## src/hdl/llae_pkg.sv

```systemverilog
`timescale 1ns / 1ps
`default_nettype none
package llae_pkg;

  localparam int BOARD_WIDTH_DEF  = 128;
  localparam int BOARD_HEIGHT_DEF = 128;
  localparam int QUEUE_DEPTH      = 4;

  localparam int COORD_IN_W   = 7;
  localparam int FUNC_W       = 2;
  localparam int MASK_W       = 9;
  localparam int COUNT_W      = 4;
  localparam int HEAT_W       = 24;
  localparam int CFG_ADDR_W   = 2;
  localparam int CFG_DATA_W   = 9;
  localparam int IN_TDATA_W   = 16;
  localparam int OUT_TDATA_W  = 40;

  localparam logic [FUNC_W-1:0] FUNC_SEED   = 2'd0;
  localparam logic [FUNC_W-1:0] FUNC_EVOLVE = 2'd1;
  localparam logic [FUNC_W-1:0] FUNC_SWAP   = 2'd2;
  localparam logic [FUNC_W-1:0] FUNC_NONE   = 2'd3;

  localparam logic [CFG_ADDR_W-1:0] REG_BORN_MASK    = 2'd0;
  localparam logic [CFG_ADDR_W-1:0] REG_SURVIVE_MASK = 2'd1;
  localparam logic [CFG_ADDR_W-1:0] REG_SHOW_LIFE    = 2'd2;
  localparam logic [CFG_ADDR_W-1:0] REG_SHOW_HEAT    = 2'd3;

  localparam logic [MASK_W-1:0] BORN_MASK_RST    = 9'd456;
  localparam logic [MASK_W-1:0] SURVIVE_MASK_RST = 9'd472;

  localparam logic [HEAT_W-1:0] HEAT_BLUE_TOP  = 24'h0000FF;
  localparam logic [HEAT_W-1:0] HEAT_GREEN_TOP = 24'h00FFFF;
  localparam logic [HEAT_W-1:0] HEAT_TOP       = 24'hFFFF00;
  localparam logic [HEAT_W-1:0] HEAT_STEP_RED  = 24'h010000;
  localparam logic [HEAT_W-1:0] HEAT_STEP_GRN  = 24'h000100;
  localparam logic [HEAT_W-1:0] HEAT_STEP_ONE  = 24'h000001;
  localparam logic [HEAT_W-1:0] COLOR_RED      = 24'hFF0000;

  typedef struct packed {
    logic [MASK_W-1:0] born_mask;
    logic [MASK_W-1:0] survive_mask;
    logic              live_red_en;
    logic              heat_view_en;
  } llae_cfg_t;

  function automatic logic [HEAT_W-1:0] heat_next(input logic [HEAT_W-1:0] h);
    logic [HEAT_W-1:0] res;
    if (h < HEAT_BLUE_TOP) begin
      res = h + HEAT_STEP_ONE;
    end else if (h < HEAT_GREEN_TOP) begin
      res = h + HEAT_STEP_GRN;
    end else if (h < HEAT_TOP) begin
      res = h + HEAT_STEP_RED - HEAT_STEP_ONE;
    end else begin
      res = h;
    end
    return res;
  endfunction

endpackage
`default_nettype wire

```

## src/hdl/llae_front.sv

```systemverilog
`timescale 1ns / 1ps
`default_nettype none
module llae_front
  import llae_pkg::*;
#(
  parameter int BOARD_WIDTH  = BOARD_WIDTH_DEF,
  parameter int BOARD_HEIGHT = BOARD_HEIGHT_DEF,
  localparam int COL_W   = $clog2(BOARD_WIDTH),
  localparam int ROW_W   = $clog2(BOARD_HEIGHT),
  localparam int ADDR_W  = $clog2(BOARD_WIDTH * BOARD_HEIGHT),
  localparam int ENTRY_W = FUNC_W + 1 + 3 * COL_W + ROW_W + 3 * ADDR_W
) (
  input  wire logic                  clk,
  input  wire logic                  rst_n,
  input  wire logic                  in_tvalid,
  output logic                       in_tready,
  input  wire logic [IN_TDATA_W-1:0] in_tdata,
  input  wire logic [FUNC_W-1:0]     in_tuser,
  input  wire logic                  clearing,
  input  wire logic                  q_ready,
  output logic                       q_push,
  output logic      [ENTRY_W-1:0]    q_data
);

  localparam int IN_SPAN = 1 << COORD_IN_W;

  logic [COL_W-1:0]  col_tab [IN_SPAN];
  logic [ROW_W-1:0]  row_tab [IN_SPAN];

  logic              st_valid_r, st_valid_nxt;
  logic [FUNC_W-1:0] st_kind_r;
  logic [COL_W-1:0]  st_c_r;
  logic [ROW_W-1:0]  st_r_r;
  logic              st_seed_r;
  logic              in_acc;

  logic [COL_W-1:0]  cl, cr;
  logic [ROW_W-1:0]  ru, rd;
  logic [ADDR_W-1:0] bu, bh, bd;

  for (genvar gi = 0; gi < IN_SPAN; gi++) begin : g_wrap
    assign col_tab[gi] = COL_W'(gi % BOARD_WIDTH);
    assign row_tab[gi] = ROW_W'(gi % BOARD_HEIGHT);
  end

  assign in_tready = !clearing && (!st_valid_r || q_ready);
  assign in_acc    = in_tvalid && in_tready;
  assign q_push    = st_valid_r && q_ready;

  always_comb begin
    if (in_acc) begin
      st_valid_nxt = (in_tuser != FUNC_NONE);
    end else if (q_push) begin
      st_valid_nxt = 1'b0;
    end else begin
      st_valid_nxt = st_valid_r;
    end
  end

  always_ff @(posedge clk) begin
    if (!rst_n) begin
      st_valid_r <= 1'b0;
    end else begin
      st_valid_r <= st_valid_nxt;
    end
  end

  always_ff @(posedge clk) begin
    if (in_acc) begin
      st_kind_r <= in_tuser;
      st_c_r    <= col_tab[in_tdata[COORD_IN_W-1:0]];
      st_r_r    <= row_tab[in_tdata[2*COORD_IN_W-1:COORD_IN_W]];
      st_seed_r <= in_tdata[2*COORD_IN_W];
    end
  end

  always_comb begin
    cl = (st_c_r == '0) ? COL_W'(BOARD_WIDTH - 1) : st_c_r - COL_W'(1);
    cr = (st_c_r == COL_W'(BOARD_WIDTH - 1)) ? '0 : st_c_r + COL_W'(1);
    ru = (st_r_r == '0) ? ROW_W'(BOARD_HEIGHT - 1) : st_r_r - ROW_W'(1);
    rd = (st_r_r == ROW_W'(BOARD_HEIGHT - 1)) ? '0 : st_r_r + ROW_W'(1);
    bu = ADDR_W'(ru) * ADDR_W'(BOARD_WIDTH);
    bh = ADDR_W'(st_r_r) * ADDR_W'(BOARD_WIDTH);
    bd = ADDR_W'(rd) * ADDR_W'(BOARD_WIDTH);
  end

  assign q_data = {st_kind_r, st_seed_r, st_c_r, cl, cr, st_r_r, bu, bh, bd};

endmodule
`default_nettype wire

```

## config.mk

```make
export PLATFORM = sky130hd
export DESIGN_NAME = llae_front
export DESIGN_NICKNAME = d
export VERILOG_FILES = /design/src/hdl/llae_pkg.sv /design/src/hdl/llae_front.sv
export SDC_FILE = /design/constraint.sdc
export NUM_CORES = 1
export LEC_CHECK = 0
export ABC_AREA = 1
export BUFFER_PORTS_ARGS = -buffer_cell sky130_fd_sc_hd__buf_2
export CORE_MARGIN = 2
export CORE_UTILIZATION = 41
export CTS_CLUSTER_DIAMETER = 200
export DETAILED_ROUTE_END_ITERATION = 8
export HOLD_SLACK_MARGIN = 0.15
export PLACE_DENSITY = 0.88
export SYNTH_ARGS = -nofsm -noshare
export SYNTH_HDL_FRONTEND = slang
export SYNTH_SLANG_ARGS = --single-unit
```

## constraint.sdc

```tcl
create_clock -name clk -period 2.9 [get_ports clk]
set_clock_uncertainty 0.05 [all_clocks]
set_input_delay 0.145 -clock clk [delete_from_list [all_inputs] [get_ports clk]]
set_output_delay 0.145 -clock clk [all_outputs]
set_load 0.1 [all_outputs]
```

## After elaboration in Yosys (flattened, before gate mapping)

Memory sizes are Yosys's and may differ from the RTL's. A register that Yosys moved wholly into a read port is not among the register bits.
Index checks and enable logic that the tools add are counted.

- Add/sub/neg operators: 4
- Reduce and logical (&&, ||, !) cells: 9
- Equal/unequal tests: 3
- Bitwise logic cells: 2
- Muxes and demuxes: 6

Operator list:

| operator | count |
|---|---|
| $mux W7 | 4 |
| $not A7 Y8 | 2 |
| $add A7 B1 Y7 const B | 2 |
| $eq A7 B7 Y1 const B | 2 |
| $logic_not A7 Y1 | 2 |
| $sub A7 B1 Y7 const B | 2 |
| $logic_and A1 B1 Y1 | 3 |
| $logic_not A1 Y1 | 2 |
| $mux W1 | 2 |
| $ne A2 B2 Y1 const B | 1 |
| $reduce_bool A2 Y1 | 1 |
| $logic_or A1 B1 Y1 | 1 |

- Bits in read-only memories: 1792
- Flip-flop bits (word level): 4
- Output and inout port bits: 75
- Memories: 2

Memories:

| memory | words | width | read ports | clocked after Yosys merged registers in | wr ports | line | text |
|---|---|---|---|---|---|---|---|
| (name not given) | 128 | 7 | 1 | 1 | 0 | llae_front.sv:72 | `st_r_r <= row_tab[in_tdata[2*COORD_IN_W-1:COORD_IN_W]];` |
| (name not given) | 128 | 7 | 1 | 1 | 0 | llae_front.sv:71 | `st_c_r <= col_tab[in_tdata[COORD_IN_W-1:0]];` |

## Depth between registers and ports, before layout

- Depth in word-level cells: 5
- Gate-level depth with buffers: 7
- Gate-level depth less buffers: 7

## Worst setup path after synthesis

No wires, ideal clock.

- Path kind: reg2out
- Start point: reg st_c_r[3]
- End point: out q_data[60]
- Arrival: 3.385 ns
- Setup slack: -0.680 ns
- Cell stages (with the launch flop): 3
- Cell sequence: edfxtp_1 > or2_4 > o21ai_0

- Cells in the longest elaborated chain, start to end: 2
- Elaborated cells between the ends (all ways): 3
- Those cells by class: add/sub (1); mux (1); reduce/logical (1)

RTL lines:

| item | line | text |
|---|---|---|
| start, declared | llae_front.sv:32 | `logic [COL_W-1:0] st_c_r;` |
| $sub A7 B1 Y7 or $logic_not A7 Y1 (tied branches) | llae_front.sv:78 | `cl = (st_c_r == '0) ? COL_W'(BOARD_WIDTH - 1) : st_c_r - COL_W'(1);` |
| $mux W7 (*) | llae_front.sv:78 |  |
| end, declared | llae_front.sv:22 | `output logic [ENTRY_W-1:0] q_data` |

Mark *: on every way between the ends. The rest lies on a longest branch, timed or not.

## Worst setup path after layout

- Start point: reg st_r_r[0]
- End point: out q_data[39]

- Cells in the longest elaborated chain, start to end: 2
- Elaborated cells between the ends (all ways): 3
- Those cells by class: add/sub (1); mux (1); reduce/logical (1)

RTL lines:

| item | line | text |
|---|---|---|
| start, declared | llae_front.sv:33 | `logic [ROW_W-1:0] st_r_r;` |
| $sub A7 B1 Y7 or $logic_not A7 Y1 (tied branches) | llae_front.sv:80 | `ru = (st_r_r == '0) ? ROW_W'(BOARD_HEIGHT - 1) : st_r_r - ROW_W'(1);` |
| $mux W7 (*) | llae_front.sv:80 |  |

Marked as above.

==> metrics.csv <==
stage,metric,value,unit
clock_tree,holdBufCountCts,19,
pwr,p_clk_share,12.8,%
setup_path,crit_chain,inv_1 > ha_1 > nand2_1 > inv_1 > nand2_1 > nand3_1 > buf_2,
clock_tree,clk_pin_slew,0.10,ns
die,pin_count,98,
timing,post-route-min-period,2.15,ns
setup_path,r2r-end,st_valid_r$_SDFFE_PN0P_,
timing,slew_violations,0,
setup_path,crit_arrival,1.95,ns
setup_path,crit_required,2.71,ns
pwr,pwr-share-seq,32.6,%
job,cap_viol_max_count,0,
timing,worstMarginPinSlew,0.515,ns
pwr,p_total,972,uW
synth,synth_area,1380,um2
timing,relSlewSlack,65.9,%
timing,hold_ws,0.340,ns
clock_tree,cts_root_buf,clkbuf_4,
setup_path,crit_slowest_cell,edfxtp_1,
detailed_routing,wl_per_cell,10.5,um
hold_path,whs_endpoint,st_seed_r$_DFFE_PP_,
hold_path,hp-class,in -> reg,
cells_and_area,final_area,1940,um2
die,rows,21,
detailed_routing,postRouteAntennaNets,0,
synth,synthAdderAreaFrac,4.55,%
cells_and_area,layout_common_cells,"75 x buf_2, 30 x nand2_1, 21 x inv_1, 21 x conb_1, 19 x dlygate4sd3_1",
die,dieArea,3830,um2
synth,synth_top_family_by_area,simple AND/OR/NAND/NOR gates,
cells_and_area,drive_gt1_share,38.6,%
setup_path,path_depth,7,
setup_path,worst_setup_path_start_kind,register,
synth,synth-xor-area-share,4.46,%
detailed_routing,drt_iter0_drc,54,
synth,synth_top_area_cell,edfxtp_1,
detailed_routing,vias,1301,
synth,synth-simple-area-share,25.8,%
cells_and_area,fin_nets,283,
global_route,grt_overflow,0,
synth,synth-edff-count,17,
global_route,antenna_found_initial,0,
setup_path,worstSetupEndpointType,output pin,
clock_tree,cts.sinks,18,
setup_path,cp_num_buf_inv,3,
setup_path,crit_path_max_fanout,7,
clock_tree,post_cts_buffers,0,
synth,synth_cells,166,
clock_tree,clk_latency,0.28,ns
pwr,power_density,502,nW/um2
pwr,p_sw_share,56.2,%
synth,synthMuxAreaShare,0,%
timing,hold_viol,0,
pwr,comb_power_share,54.6,%
die,core_area,3280,um2
place,place.gp.congestion,0.860,
timing,fin_crit_sh,74.1,%
clock_tree,cts_max_level,1,
place,post-dp-hpwl,2.33,mm
synth,syn_area_per_cell,8.28,um2
global_route,grt_max_degree,18,
cells_and_area,mostFrequentLayoutCell,buf_2,
setup_path,r2r_cells,5,
global_route,grtUsageTotal,17.7,%
clock_tree,cts_tree,yes,
synth,ys_seq_area_share,38.6,%
synth,ys_seq_elements,18,
place,dpl_cell_area,1720,um2
clock_tree,clockBufferDepth,2,
synth,yosys_warnings,0,
detailed_routing,routed_wl,3.15,mm
synth,synth-async-reset-ratio,0,%
synth,synth.distinct_cells,24,
global_route,grt_pass1_vias,1100,
place,place_inst,277,
setup_path,slowest_delay,0.51,ns
cells_and_area,areaGrowthSynthToFinish,40.9,%
detailed_routing,first_pass_iters,4,
hold_path,min_path_cells,3,
clock_tree,numCtsBuffers,3,
setup_path,r2r-start,st_valid_r$_SDFFE_PN0P_,
die,dieHeight,61.9,um
cells_and_area,diodes,0,
cells_and_area,fillers,306,
status,status,"finished, final reports clean",
timing,finalSetupViolations,0,
timing,fin_tns_setup,0,ns
place,io_buffers,75,
global_route,grt_first_pass_wirelength,4.90,mm
timing,grt_setup_unrepaired,no,
synth,synth_top_area_share,37.1,%
pwr,power_leakage,0.00101,uW
pwr,p_switching,547,uW
die,start_util,41.9,%
setup_path,crit_start,st_r_r[0]$_DFFE_PP_,
hold_path,min-delay-start,clearing,
setup_path,rrSetupSlack,1.51,ns
cells_and_area,layoutNonFillerInstCount,300,
pwr,p_int,425,uW
setup_path,critical_path_class,reg -> out,
setup_path,crit_family,buffers and inverters,
detailed_routing,via_per_inst,4.34,
pwr,peakVddDrop,0.256,mV
synth,yosys-top-cells-area,"edfxtp_1 37%, buf_4 16%, nand2_1 8.2%, inv_1 5.7%, nand3_1 5.5%",
synth,yosys_most_used_dff,edfxtp_1,
detailed_routing,drc,0,
die,die_w,61.9,um
clock_tree,ctsResizeCount,0,
synth,synth_compound_area_share,4.09,%
timing,max_clock_freq,465,MHz
-- power groups by stage --
stage	sequential (uW)	clock [uW]	combinational, uW
4_1_cts	316	130	531
3_3_place_gp	322	0	508
5_1_grt	319	147	552
3_5_place_dp	322	0	511
6_report	317	124	531
2_1_floorplan	384	0	419
-- final cells by class --
type                    instances  area [um2]  area share (%)
multi-input cells             116         671            34.6
inverters                      21        78.8            4.07
repair buffers                 95         573            29.6
well taps                      46        57.6            2.97
flip-flops and latches         18         531            27.4
clock buffers                   4        26.3            1.36
-- flip-flops by register name, summed over array words and instances (netlist names) --
name        count
st_seed_r       1
st_r_r          7
st_valid_r      1
st_kind_r       2
st_c_r          7
-- tightest hold or removal path, cell delays in order --
cell,delay (ns)
buf_2,0.11
nor3b_2,0.04
buf_4,0.20
-- how the worst max path moves through the flow --
stage            endpoint  slack, ns
2_1_floorplan  q_data[51]      -0.06
3_3_place_gp   q_data[41]       1.07
3_5_place_dp   q_data[39]       1.06
4_1_cts        q_data[39]       0.73
5_1_grt        q_data[39]       0.59
6_report       q_data[39]       0.75
-- cell families (layout without fill, tap and decap cells) --
group	Yosys count	in the layout
and+or+nand+nor	73	73
buffers and inverters	52	120
DFF	18	18
AOI/OAI and AO/OA	10	10
xor gates and xnor gates	7	7
adders and majority gates	5	5
other	1	21
-- routing by layer --
layer | vias to the layer above | wire (um) | GRT usage, %
li1 | 658 | - | -
met1 | 593 | 1250 | 20.4
met2 | 42 | 1710 | 31.9
met3 | 8 | 111 | 2.90
met4 | 0 | 77 | 8.51
met5 | - | 0 | 0
-- stage by stage --
step / setup WS, ns / utilization, %
after floorplan: -0.0553 / -
after global placement: 1.07 / 52.4
after detailed placement: 1.06 / 52.4
after CTS: 0.729 / 59.0
after global routing: 0.589 / 59.0
final: 0.751 / 59.0
-- synth_stat cells (all sizes together) (2+ instances only) --
| cell type | instances |
|---|---|
| nand2 | 30 |
| o21ai | 5 |
| nand4 | 4 |
| inv | 21 |
| ha | 5 |
| edfxtp | 17 |
| nor2 | 19 |
| xor2 | 6 |
| a21oi | 2 |
| nand3 | 18 |
| o21bai | 2 |
| buf | 30 |
No activity file was read; power rests on OpenSTA's default activity.
