<file path="src/hdl/llae_fifo.sv">
`timescale 1ns / 1ps
`default_nettype none
module llae_fifo #(
  parameter int WIDTH = 8,
  parameter int DEPTH = 4,
  localparam int PW = (DEPTH > 1) ? $clog2(DEPTH) : 1,
  localparam int CW = $clog2(DEPTH + 1)
) (
  input  wire logic             clk,
  input  wire logic             rst_n,
  input  wire logic             push,
  input  wire logic [WIDTH-1:0] push_data,
  output logic                  push_ready,
  input  wire logic             pop,
  output logic      [WIDTH-1:0] pop_data,
  output logic                  pop_valid
);

  logic [WIDTH-1:0] mem_r [DEPTH];
  logic [PW-1:0]    wptr_r, wptr_nxt;
  logic [PW-1:0]    rptr_r, rptr_nxt;
  logic [CW-1:0]    cnt_r, cnt_nxt;
  logic             do_push, do_pop;

  assign push_ready = (cnt_r != CW'(DEPTH));
  assign pop_valid  = (cnt_r != '0);
  assign pop_data   = mem_r[rptr_r];
  assign do_push    = push && push_ready;
  assign do_pop     = pop && pop_valid;

  always_comb begin
    wptr_nxt = wptr_r;
    rptr_nxt = rptr_r;
    cnt_nxt  = cnt_r;
    if (do_push) begin
      wptr_nxt = (wptr_r == PW'(DEPTH - 1)) ? '0 : wptr_r + PW'(1);
    end
    if (do_pop) begin
      rptr_nxt = (rptr_r == PW'(DEPTH - 1)) ? '0 : rptr_r + PW'(1);
    end
    if (do_push && !do_pop) begin
      cnt_nxt = cnt_r + CW'(1);
    end else if (do_pop && !do_push) begin
      cnt_nxt = cnt_r - CW'(1);
    end
  end

  always_ff @(posedge clk) begin
    if (!rst_n) begin
      wptr_r <= '0;
      rptr_r <= '0;
      cnt_r  <= '0;
    end else begin
      wptr_r <= wptr_nxt;
      rptr_r <= rptr_nxt;
      cnt_r  <= cnt_nxt;
    end
  end

  always_ff @(posedge clk) begin
    if (do_push) begin
      mem_r[wptr_r] <= push_data;
    end
  end

endmodule
`default_nettype wire

</file>
<file path="config.mk">
export PLATFORM = sky130hd
export DESIGN_NAME = llae_fifo
export DESIGN_NICKNAME = d
export VERILOG_FILES = /design/src/hdl/llae_fifo.sv
export SDC_FILE = /design/constraint.sdc
export NUM_CORES = 1
export LEC_CHECK = 0
export BUFFER_PORTS_ARGS = -buffer_cell sky130_fd_sc_hd__buf_2
export CELL_PAD_IN_SITES_DETAIL_PLACEMENT = 1
export CELL_PAD_IN_SITES_GLOBAL_PLACEMENT = 1
export CORE_MARGIN = 8
export CORE_UTILIZATION = 45
export CTS_CLUSTER_SIZE = 10
export DETAILED_ROUTE_END_ITERATION = 7
export GPL_TIMING_DRIVEN = 0
export PLACE_DENSITY = 0.86
export SLEW_MARGIN = 5
export SYNTH_ARGS = -nofsm -noshare
export SYNTH_HDL_FRONTEND = slang
export SYNTH_SLANG_ARGS = --single-unit
</file>
<file path="constraint.sdc">
create_clock -name clk -period 6.4 [get_ports clk]
set_clock_uncertainty 0.05 [all_clocks]
set_input_delay 1.28 -clock clk [delete_from_list [all_inputs] [get_ports clk]]
set_output_delay 1.28 -clock clk [all_outputs]
set_load 0.05 [all_outputs]
</file>
* After elaboration in Yosys (flattened, before gate mapping)
Memory sizes are Yosys's and may differ from the RTL's. A register that Yosys moved wholly into a read port is not among the register bits. Cells that the tools add are included.
Storage, ports and cells: register bits after elaboration 7, bits in latches 0, bits in writable memories 32, memory bits (read-only) 0, input port bits 12, output and inout bits 10, word-level logic and storage cells 27, memories 1
Memories:
- mem_r | depth 4, width 8, rd ports 1, clocked after Yosys merged registers in 1, write ports 1, RTL line 19 | logic [WIDTH-1:0] mem_r [DEPTH];
Operators by class: add/subtract/negate cells 4, multiply operators 0, divide/modulo/power cells 0, $lt $le $gt $ge 0, equality and inequality tests 3, shift-type cells 0, mux-type cells 8, bitwise gates (word level) 0, reduce and logical (&&, ||, !) cells 8
Operators with widths (number):
- $mux W2 | 4
- $mux W3 | 2
- $add A2 B1 Y2 const B | 2
- $eq A2 B2 Y1 const B | 2
- $logic_and A1 B1 Y1 | 4
- $add A3 B1 Y3 const B | 1
- $ne A3 B3 Y1 const B | 1
- $reduce_bool A3 Y1 | 1
- $sub A3 B1 Y3 const B | 1
- $logic_not A1 Y1 | 2
- $mux W1 | 2
- $reduce_bool A2 Y1 | 1

* Depth between registers and ports, before layout
Gate-level depths: netlist (run 1).
depth after elaboration 6, depth in mapped cells 9, mapped depth without buffers 8

* Worst setup path before layout (run 1)
Ideal clock, no wire load.
path kind input -> register, start point input port pop, end point register cnt_r[2], library setup time 76 ps, arrival 2744 ps, required time 6274 ps, path slack 3530 ps, cell stages on the path 7, path buffers 0, cells stage by stage o31ai_1 > ha_1 > inv_1 > fa_1 > xor2_1 > or3_2 > a21boi_0
Between the ends: word-level cells in the longest chain between the ends 4, elaborated cells between the ends (all ways) 6, those cells by class mux (1); reduce/logical (5)
Ends and longest elaborated chain:
- start, declared | RTL line 14 | input wire logic pop,
- $logic_and A1 B1 Y1 * | RTL line 29 | assign do_pop = pop && pop_valid;
- $logic_not A1 Y1 | RTL line 41 | if (do_push && !do_pop) begin
- $logic_and A1 B1 Y1 | RTL line 41
- $mux W3 / $reduce_bool A2 Y1 (equally long branches)
- end signal, assigned | RTL line 56 | cnt_r <= cnt_nxt;
- end, declared | RTL line 22 | logic [CW-1:0] cnt_r, cnt_nxt;
Mark *: on every way between the ends. The rest lies on a longest branch, timed or not. A chain may end at the register's enable or synchronous reset.

==> results of run 1 <==
[logic make-up after synthesis]
kind of cell    Yosys count  synth area share [%]
simple gates             20                  7.19
xor+xnor                  2                  1.07
buf+inv                   7                  1.76
compound gates            6                  2.14
mux                      10                  12.2
flops                    41                  69.8
fa+ha+maj                 7                  5.81
[area by class of cell]
class | count | area [um^2]
tap | 48 | 60.1
clock inverter | 2 | 35.0
inverter | 3 | 11.3
buffer | 4 | 17.5
timing repair buffer | 21 | 105
multi-input combinational | 45 | 465
sequential | 41 | 1140
clock buffer | 6 | 41.3
fill | 373 | 1700
[stage by stage]
step | cells | worst slack, ns | total power, W | hold slack, ns
after floorplan | 93 | 3.53 | 0.000591 | 0.418
after global placement | 162 | 3.35 | 0.000645 | 0.435
after detailed placement | 162 | 3.26 | 0.000659 | 0.446
after CTS | 170 | 3.31 | 0.000821 | 0.465
after global routing | 170 | 3.26 | 0.000855 | 0.523
final | 170 | 3.36 | 0.000811 | 0.461
[worst max-delay path: stages (launching register included)]
cell,delay [ns]
dfxtp_1,0.32
buf_2,0.28
mux4_2,0.55
buf_2,0.23
[cells in the mapped netlist]
| cell | instances | area share (%) |
|---|---|---|
| edfxtp_1 | 32 | 59 |
| dfxtp_1 | 9 | 11 |
| mux4_2 | 8 | 11 |
| ha_1 | 6 | 4.6 |
| nand2_1 | 5 | 1.1 |
| and3_2 | 4 | 1.8 |
| o21ai_0 | 4 | 1.2 |
| inv_1 | 3 | 0.69 |
| mux2i_1 | 2 | 1.2 |
| nand3_1 | 2 | 0.61 |
| nor2_1 | 2 | 0.46 |
| or3_2 | 2 | 0.92 |
| a21boi_0 | 1 | 0.46 |
| and2_1 | 1 | 0.38 |
| and2_4 | 1 | 0.54 |
| buf_1 | 1 | 0.23 |
| buf_2 | 1 | 0.31 |
| clkbuf_1 | 1 | 0.23 |
| clkbuf_2 | 1 | 0.31 |
| fa_1 | 1 | 1.2 |
| nand4_1 | 1 | 0.38 |
| nor2b_1 | 1 | 0.38 |
| o31ai_1 | 1 | 0.46 |
| or3b_1 | 1 | 0.54 |
| xnor2_1 | 1 | 0.54 |
| xor2_1 | 1 | 0.54 |
[state kept, by name (all words and copies together), names as in the netlist, named ones only]
| name | count |
|---|---|
| wptr_r | 2 |
| cnt_r | 3 |
| mem_r | 32 |
| rptr_r | 2 |
[how the worst max path moves through the flow]
stage | slack, ns | end | depth (start not counted) | from
floorplan | 3.53 | cnt_r[2] | 7 | pop
global placement | 3.35 | cnt_r[2] | 8 | pop
detailed placement | 3.26 | cnt_r[2] | 8 | pop
CTS | 3.31 | pop_data[5] | 3 | register
global route | 3.26 | pop_data[5] | 3 | register
finish | 3.36 | pop_data[5] | 3 | register
[power by group]
group	leakage, nW	switching (W)	internal (W)
registers	0.367	0.0000215	0.000328
clock network	0.0422	0.0000803	0.0000820
logic	0.279	0.000195	0.000105
total	0.688	0.000297	0.000515
[layer usage]
layer	wire length (um)	part of all wire (%)	global-route usage, %
met5	0	0	0
met4	26	0.91	3.46
met3	208	7.3	4.60
met2	1440	50	18.0
met1	1180	41	10.6
==> impl_metrics.py, run 1 <==
metrics = {
    "outcome": {
        "status": "completed",
    },
    "sta": {
        "worst_pin_slew_ns": 0.566,
        "post-route-min-period_ns": 3.04,
        "relSlewSlack_pct": 62.0,
        "slew_violations": 0,
        "fmaxAchievable_mhz": 329,
        "rsz0062_at_grt": "false",
        "finalSetupViolations": 0,
        "hold_violations": 0,
        "layout_worst_path_cycle_share_pct": 47.5,
        "tns_ns": 0,
    },
    "setup_path": {
        "cp.required_ns": 5.07,
        "reg2reg_from": "cnt_r[1]",
        "reg2reg_slack_ns": 3.92,
        "r2r-end": "cnt_r[2]",
        "critPathLaunchType": "register",
        "worstPathArrival_ns": 1.71,
        "endpoint_kind": "output pin",
        "reg2reg_depth": 7,
        "cp_max_fo": 8,
        "path_class": "reg2out",
    },
    "cells_and_area": {
        "n_antenna_cell": 0,
        "mostFrequentLayoutCells": "edfxtp_1, buf_2, dfxtp_1, mux4_2, ha_1",
        "final_common_cell": "edfxtp_1",
        "drive_above_1_share_pct": 36.9,
        "finalNetCount": 140,
        "design_area_um2": 1880,
        "utilization_pct": 52.4,
        "areaGrowthSynthToFinish_pct": 14.8,
    },
    "synthesis": {
        "avgSynthCellArea_um2": 17.6,
        "ys_seq_area_share_pct": 69.8,
        "syn_area_um2": 1640,
        "syn_nets": 112,
        "ys_types": 26,
        "yosys_warnings": 0,
        "ys_ff_latch": 41,
        "synthCells": 93,
    },
    "placed_design": {
        "place_area_um2": 1800,
        "io_buffer_count": 21,
        "place_congestion": 0.711,
    },
    "global_routing": {
        "grt_pass1_wl_um": 4660,
        "grt_max_degree": 14,
        "grt_pass1_vias": 938,
        "antenna_found_initial": 0,
        "track_usage_pct": 10.3,
        "grt_remaining_overflow": 0,
    },
    "floorplan": {
        "die_area_um2": 5820,
        "coreArea_um2": 3580,
        "rows": 22,
        "die_w_um": 76.3,
        "boundaryPins": 22,
        "die-height_um": 76.3,
        "start_util_pct": 45.7,
    },
    "worst_hold_path": {
        "worstHoldStart": "wptr_r[1]",
        "worstHoldPathCells": 2,
        "hold_path_end": "wptr_r[1]",
        "min_path_type": "reg2reg",
    },
    "clocking": {
        "cts_tree": "yes",
        "postCtsHoldBufs": 0,
        "post_cts_buffers": 0,
        "cts-root-buf": "clkbuf_4",
        "numCtsBuffers": 5,
        "h-tree-depth": 2,
        "clkSinkCount": 41,
        "clk_path_buf_depth": 2,
        "clk_latency_ns": 0.33,
        "clk_pin_slew_worst_paths_ns": 0.11,
        "cts_resized": 0,
    },
    "drt": {
        "ant_nets": 0,
        "dr.pass1.iters": 4,
        "drc_errors": 0,
        "viasPerCell": 5.08,
        "wl_um": 2850,
        "routedWlPerCell_um": 16.8,
        "drtIter0Drc": 56,
        "vias": 864,
    },
    "power": {
        "power.leakage_nw": 0.688,
        "vdd_drop_max_uv": 331,
        "powerDensity_nw_per_um2": 432,
    },
    "flow_run": {
        "maxCapViolations": 0,
    },
}
Power figures use the tool's default switching activity.
==> inputs of run 2 (changes only) <==
- ABC_AREA: not set -> 1
- CORE_UTILIZATION: 45 -> 44
- PLACE_DENSITY: 0.86 -> 0.88
- clock period: 6.4 -> 3 ns (I/O delays scaled with it)
==> impl_metrics.py, run 2 <==
metrics = {
    "clocking": {
        "cts-root-buf": "clkbuf_8",
        "h-tree-depth": 2,
        "cts_tree": "yes",
        "postCtsHoldBufs": 0,
        "clk_latency_ns": 0.29,
        "cts_resized": 0,
        "clk_path_buf_depth": 2,
        "numCtsBuffers": 5,
        "post_cts_buffers": 0,
        "clk_pin_slew_worst_paths_ns": 0.07,
        "clkSinkCount": 41,
    },
    "sta": {
        "relSlewSlack_pct": 41.2,
        "fmaxAchievable_mhz": 441,
        "finalSetupViolations": 0,
        "layout_worst_path_cycle_share_pct": 75.6,
        "worst_slack_ns": 0.731,
        "slew_violations": 0,
        "tns_ns": 0,
        "rsz0062_at_grt": "false",
        "worst_pin_slew_ns": 0.879,
        "hold_violations": 0,
        "timing.hold.ws_ns": 0.466,
        "post-route-min-period_ns": 2.27,
    },
    "global_routing": {
        "grt-busiest-layer": "met2",
        "antenna_found_initial": 0,
        "met3_usage_pct": 3.92,
        "grt_pass1_wl_um": 6210,
        "grt_max_degree": 13,
        "grt_pass1_vias": 1262,
        "grt_remaining_overflow": 0,
        "track_usage_pct": 13.2,
        "use_met1_pct": 15.5,
        "grtUsageMet2_pct": 20.9,
    },
    "placed_design": {
        "pre_cts_ws_ns": 0.975,
        "dpl.hpwl_um": 2660,
        "place_congestion": 0.692,
        "io_buffer_count": 21,
    },
    "setup_path": {
        "crit_end": "pop_data[7]",
        "cp_max_fo": 9,
        "endpoint_kind": "output pin",
        "critPathLaunchType": "register",
        "worstPathArrival_ns": 1.62,
        "reg2reg_depth": 12,
        "cp_cell_sequence": "inv_1 > o21ai_0 > o22ai_1 > buf_2",
        "slowest_delay_ns": 0.41,
        "reg2reg_slack_ns": 1.06,
        "reg2reg_from": "cnt_r[1]",
        "slowest_stage": "dfxtp_1",
        "path_class": "reg2out",
        "r2r-end": "cnt_r[2]",
        "cp.required_ns": 2.35,
    },
    "floorplan": {
        "die-height_um": 78.0,
        "die_area_um2": 6080,
        "start_util_pct": 45.8,
        "boundaryPins": 22,
        "coreArea_um2": 3690,
        "rows": 22,
        "die_w_um": 78.0,
    },
    "cells_and_area": {
        "areaGrowthSynthToFinish_pct": 16.7,
        "utilization_pct": 53.5,
        "reg_top3": "mem_r: 32 flops, cnt_r: 3 flops",
        "mostFrequentLayoutCells": "nor2_1, edfxtp_1, buf_2, inv_1, o21ai_0",
        "finalNetCount": 193,
        "regMostFlops": "mem_r",
        "drive_above_1_share_pct": 21.1,
        "largest_reg_flops": 32,
        "n_antenna_cell": 0,
    },
    "synthesis": {
        "yosys_warnings": 0,
        "ys_ff_latch": 41,
        "syn_area_um2": 1690,
        "ys_seq_area_share_pct": 67.5,
        "avgSynthCellArea_um2": 11.6,
        "synth_async_sr_flop_share_pct": 0,
        "synth_top_cell_by_area": "edfxtp_1",
        "synth_edf_count": 32,
        "ys_types": 19,
        "synthCells": 146,
        "yosys-top-cells-count": "edfxtp_1, nor2_1, inv_1",
        "ys.flop_type": "edfxtp_1",
        "synth.area.top_cells": "edfxtp_1, dfxtp_1, nor2_1, ha_1, o21ai_0",
        "syn_nets": 165,
        "synth_top_area_share_pct": 56.8,
    },
    "drt": {
        "vias": 1179,
        "drc_errors": 0,
        "viasPerCell": 5.29,
        "dr.pass1.iters": 4,
        "wl_um": 3700,
        "ant_nets": 0,
        "routedWlPerCell_um": 16.6,
        "drtIter0Drc": 69,
    },
    "outcome": {
        "status": "completed",
    },
    "power": {
        "power.leakage_nw": 0.785,
        "vdd_drop_max_uv": 581,
        "powerDensity_nw_per_um2": 1030,
        "finalPower_w": 0.00204,
    },
    "worst_hold_path": {
        "min_path_type": "in2reg",
        "worstHoldStart": "push_data[2]",
    },
    "flow_run": {
        "maxCapViolations": 0,
    },
}
run 2: cell types whose count changed after synthesis, sizes merged, moves of 2 or more:
cell and change:
mux2i -2, o21ai +14, nand2 +10, inv +14
or3 -2, o22ai +8, and3 -4, a21oi +2
clkbuf -2, nor2 +31, and2 -2, mux4 -8
run 2: logic make-up (layout without fill, tap and decap cells):
family,count (synthesis),after routing,share of synthesized area [%]
AOI/OAI and AO/OA,28,28,9.55
adders and majority gates,7,7,5.63
buffers and inverters,19,48,5.11
DFF,41,41,67.5
and+or+nand+nor,51,51,12.2
run 2: report_power, final:
group / internal (W) / leakage (nW) / total (W) / switching [W]
clock: 0.000271 / 0.0585 / 0.000455 / 0.000183
combinational: 0.000209 / 0.359 / 0.000804 / 0.000595
sequential: 0.000707 / 0.368 / 0.000777 / 0.0000703
total: 0.00119 / 0.785 / 0.00204 / 0.000849
run 2: critical path, delay by kind of cell, from the launching register on:
family | cells | cell delay [ns]
buffers and inverters | 2 | 0.58
DFF | 1 | 0.41
AOI/OAI and AO/OA | 2 | 0.34
run 2: layer usage:
layer  part of all wire (%)  wire [um]
met5                      0          0
met1                     44       1630
met2                     50       1840
met4                    2.7        100
met3                    3.6        135
run 2: layout make-up:
type / instances / area, um^2
plain buffers: 2 / 22.5
clock buffers: 7 / 86.3
clock inverters: 1 / 30.0
fillers: 427 / 1720
inverters: 17 / 63.8
multi-input cells: 86 / 463
flip-flops and latches: 41 / 1140
well taps: 48 / 60.1
repair buffers: 21 / 105
run 2: metrics by stage:
step	instances	cell area [um^2]
global placement	215	1860
floorplan	146	1690
finish	223	1970
CTS	223	1970
detailed placement	215	1860
global route	223	1970
run 2: worst min-delay path by stage:
stage / cells past startpoint / slack (ns) / to
final: 1 / 0.47 / mem_r[1][2]
after global routing: 1 / 0.46 / mem_r[1][2]
after CTS: 1 / 0.46 / mem_r[3][2]
after detailed placement: 2 / 0.48 / cnt_r[0]
after global placement: 2 / 0.45 / cnt_r[0]
after floorplan: 2 / 0.44 / cnt_r[0]
